### src/sv/pspi_alu.sv
// Shared arithmetic unit: one restoring division step, or one lerp / Q16.16 product.
module pspi_alu (
  input  logic               div_step,
  input  logic [48:0]        rem_in,
  input  logic [48:0]        span,
  input  logic [32:0]        quo_in,
  output logic [48:0]        rem_out,
  output logic [32:0]        quo_out,
  // multiply operands
  input  logic signed [33:0] mul_a,
  input  logic signed [33:0] mul_b,
  output logic signed [67:0] mul_p
);
  logic [49:0] rem_sh;

  // Restoring division step: shift remainder, compare and subtract
  always_comb begin
    rem_sh  = {rem_in, 1'b0};
    rem_out = rem_in;
    quo_out = quo_in;
    if (div_step) begin
      if (rem_sh >= {1'b0, span}) begin
        rem_out = 49'(rem_sh - {1'b0, span});
        quo_out = 33'({quo_in, 1'b1});
      end else begin
        rem_out = rem_sh[48:0];
        quo_out = 33'({quo_in, 1'b0});
      end
    end
  end

  // The one shared multiplier
  assign mul_p = mul_a * mul_b;
endmodule

### config.mk
export PLATFORM = sky130hd
export DESIGN_NAME = pspi_alu
export DESIGN_NICKNAME = d
export VERILOG_FILES = /design/src/sv/pspi_alu.sv
export SDC_FILE = /design/constraint.sdc
export NUM_CORES = 2
export LEC_CHECK = 0
export ABC_CLOCK_PERIOD_IN_PS = 10600
export BUFFER_PORTS_ARGS = -buffer_cell sky130_fd_sc_hd__buf_2
export CAP_MARGIN = 20
export CORE_UTILIZATION = 30
export DETAILED_ROUTE_END_ITERATION = 8
export PLACE_DENSITY_LB_ADDON = 0.1
export SETUP_SLACK_MARGIN = 0.2
export SLEW_MARGIN = 20
export SYNTH_ARGS = -nofsm -noshare
export SYNTH_HDL_FRONTEND = slang
export SYNTH_SLANG_ARGS = --single-unit
### constraint.sdc
create_clock -name vclk -period 10.6
set_clock_uncertainty 0.05 [all_clocks]
set_input_delay 0 -clock vclk [all_inputs]
set_output_delay 0 -clock vclk [all_outputs]
set_load 0.005 [all_outputs]
### Word-level counts from Yosys, hierarchy flattened

Index checks and enable logic that the tools add are counted.

* bits of input ports: 200
* output and inout bits: 150
* logic and storage cells: 7
* register bits after elaboration: 0

* add/subtract/negate cells: 1
* order comparisons: 1
* multiply operators: 1
* muxes and demuxes: 4

Operators by type and width (number)
* 49-bit 2-to-1 mux: 2
* 34-bit by 34-bit multiplier with 68-bit output: 1
* 50-bit by 49-bit greater-or-equal comparator with 1-bit output: 1
* 49-bit subtractor: 1
* 33-bit 2-to-1 mux: 1
* 1-bit 2-to-1 mux: 1

### Depth between registers and ports, before layout

* depth in word-level cells: 3
* mapped depth: 31
* mapped depth without buffers: 29

### Least setup slack after synthesis

Ideal clock, no wire load.

* kind: input port to output port
* start: in mul_a[33]
* end: out mul_p[67]
* required time: 10.550 ns
* stages on the path: 22
* arrival: 7.156 ns
* slack: 3.394 ns
* buffers on the path: 2
* path through: clkbuf_1 > and2_1 > fa_1 > fa_1 > fa_1 > inv_1 > fa_1 > inv_1 > fa_1 > fa_1 > fa_1 > fa_1 > ha_1 > clkbuf_1 > a21o_1 > a21o_1 > a21oi_1 > o31ai_1 > a211oi_1 > o21ai_1 > a21oi_1 > xnor2_1

* longest elaborated chain between the ends: 1

Ends and longest elaborated chain
* start, declared: line 10 `input logic signed [33:0] mul_a,`
* 34-bit by 34-bit multiplier with 68-bit output: line 33 `assign mul_p = mul_a * mul_b;`
* end, declared: line 12 `output logic signed [67:0] mul_p`

Every way passes these cells.

### Worst setup path after layout

* start: in mul_b[4]
* end: out mul_p[67]

* longest elaborated chain between the ends: 1

Ends and longest elaborated chain
* start, declared: line 11 `input logic signed [33:0] mul_b,`
* 34-bit by 34-bit multiplier with 68-bit output: line 33

Every way passes these cells.

==> flow_summary.yaml <==
global_routing:
  antenna_found_initial: 17
  grt_pass1_wl_um: 240000
  grt_usage_pct: 21.0
  grt_pass1_vias: 36900
  grt_max_degree: 77
  grt_overflow: 0
finish:
  area_growth_syn_to_layout_pct: 8.11
  drive_gt1_share_pct: 8.77
  layout_commonest_cell: "inv_1"
  fillers: 16100
  final_cell_mix: "1,262 x inv_1, 1,242 x fa_1, 653 x nand2_1"
  seq_cells: 0
  nClkBuffers: 0
  multi_input_area_um2: 39800
  fin_nets: 6943
  register_area_um2: 0
sta:
  whs_ps: 260
  drv_slew: 0
  tns_ps: 0
  worst-slew-pin-transition_ps: 1110
  period_minus_slack_ps: 8970
  period_share_pct: 84.6
  maxSlewHeadroom_pct: 26.3
  fmax_mhz: 112
  hold_viol: 0
  setup_viol: 0
  rsz0062_at_grt: "false"
synthesis:
  avgSynthCellArea_um2: 8.92
  ys.warnings.count: 0
  synth.distinct_cells: 81
  synth-compound-area-share_pct: 6.28
  muxShareOfSynthArea_pct: 0.954
  synthesis.area_um2: 45500
  syn_nets: 6798
  yosysSeqAreaShare_pct: 0
  synthSimpleGateAreaFrac_pct: 16.4
  synthAdderAreaFrac_pct: 61.6
  netlist_instances: 5103
  synth_top_family_by_area: "adder cells"
  synthXorXnorAreaFrac_pct: 2.25
detailed_routing:
  wl_per_cell_um: 21.5
  via_count: 33600
  drt_iter0_markers: 1685
  antenna_left: 0
  wl_met1_um: 75300
  maxUsedRoutingLayer: "met5"
  first_pass_iters: 5
  drcViolationCount: 0
  wl_um: 157000
  wl_met3_um: 9510
  dr_wl_met2_um: 69100
  via_per_inst: 4.62
worst_setup_path:
  cp.required_ps: 10550
  end_kind: "output port"
  worstSetupPathType: "in2out"
  cp_max_fo: 28
  worst_ep_arrival_time_ps: 8920
  crit_top_cell: "fa_1"
  crit_buf_inv: 6
  cp_slowest_cell: "a211oi_1"
  worst_path_largest_cell_delay_ps: 790
  cp_top_family: "adder cells"
  startpoint_type: "primary input"
clock_tree:
  hold_buffers: 0
  post_cts_resized: 0
  postCtsSetupRepairBufs: 0
die:
  start_util_pct: 30.3
  coreArea_um2: 150000
  die_w_um: 392
  die_h_um: 392
  rows: 142
  die_area_um2: 153000
  ios: 350
place:
  port_buffers: 350
  gp_congestion: 0.864
  dpl.hpwl_um: 131000
status:
  outcome: "complete, no violations"
min_path:
  min_path_type: "in2out"
run:
  maxCapViolCount: 0
-- cell families after synthesis --
logic type	count (synthesis)
AO/OA/AOI/OAI	431
XOR/XNOR	117
adder cells (fa/ha/maj)	1495
buffers and inverters	1514
multiplexers	39
AND/OR/NAND/NOR	1507
-- routing by layer --
layer  global-route usage, %  vias up
met5                   0.478        -
met1                    31.0    17600
met3                    4.01       88
met2                    32.2      704
li1                        -    15200
met4                    2.80       12
-- final cells by class --
| type | instances | share of cell area [%] |
|---|---|---|
| well taps | 2016 | 5.12 |
| diodes | 9 | 0.0458 |
| multi-input cells | 3589 | 80.9 |
| inverters | 1264 | 9.64 |
| repair buffers | 393 | 4.24 |
-- synthesized netlist by cell type (all sizes together) (12+ instances only) --
cell    count  share of area, %
nor3       12              0.14
a211oi     15              0.27
and2      608               8.4
and3       18              0.25
a21o       52              0.86
o21a       13              0.21
nand2     653               5.4
ha        253               7.0
mux2       35              0.87
buf        13              0.14
o21ai      73              0.82
nand3      22              0.24
inv      1262                10
nor2      120              0.99
clkbuf    237               2.0
a31oi      41              0.56
xnor2      83               1.6
fa       1242                55
nand4      19              0.26
o21bai     26              0.43
a21oi     130               1.4
nor2b      12              0.16
xor2       34              0.65
-- per-stage QoR --
| step | util (%) | worst slack [ps] | instance area, um^2 | std cells |
|---|---|---|---|---|
| after detailed placement | 32.7 | 1510 | 49200 | 7262 |
| after global placement | 32.7 | 1460 | 49200 | 7262 |
| after global routing | 32.7 | 1140 | 49200 | 7268 |
| final | 32.7 | 1630 | 49200 | 7271 |
| after CTS | 32.7 | 1450 | 49200 | 7262 |
| after floorplan | - | 3390 | 45500 | 5103 |
-- worst min-delay path, delay by kind of cell --
kind | cells | cell delay, ps
buffers and inverters | 2 | 180
muxes | 1 | 130
-- path summary, 6_finish.rpt --
check | startpoint | endpoint | slack (ps) | cells after the start
min | quo_in[6] | quo_out[6] | 260 | 3
max | mul_b[4] | mul_p[67] | 1630 | 26
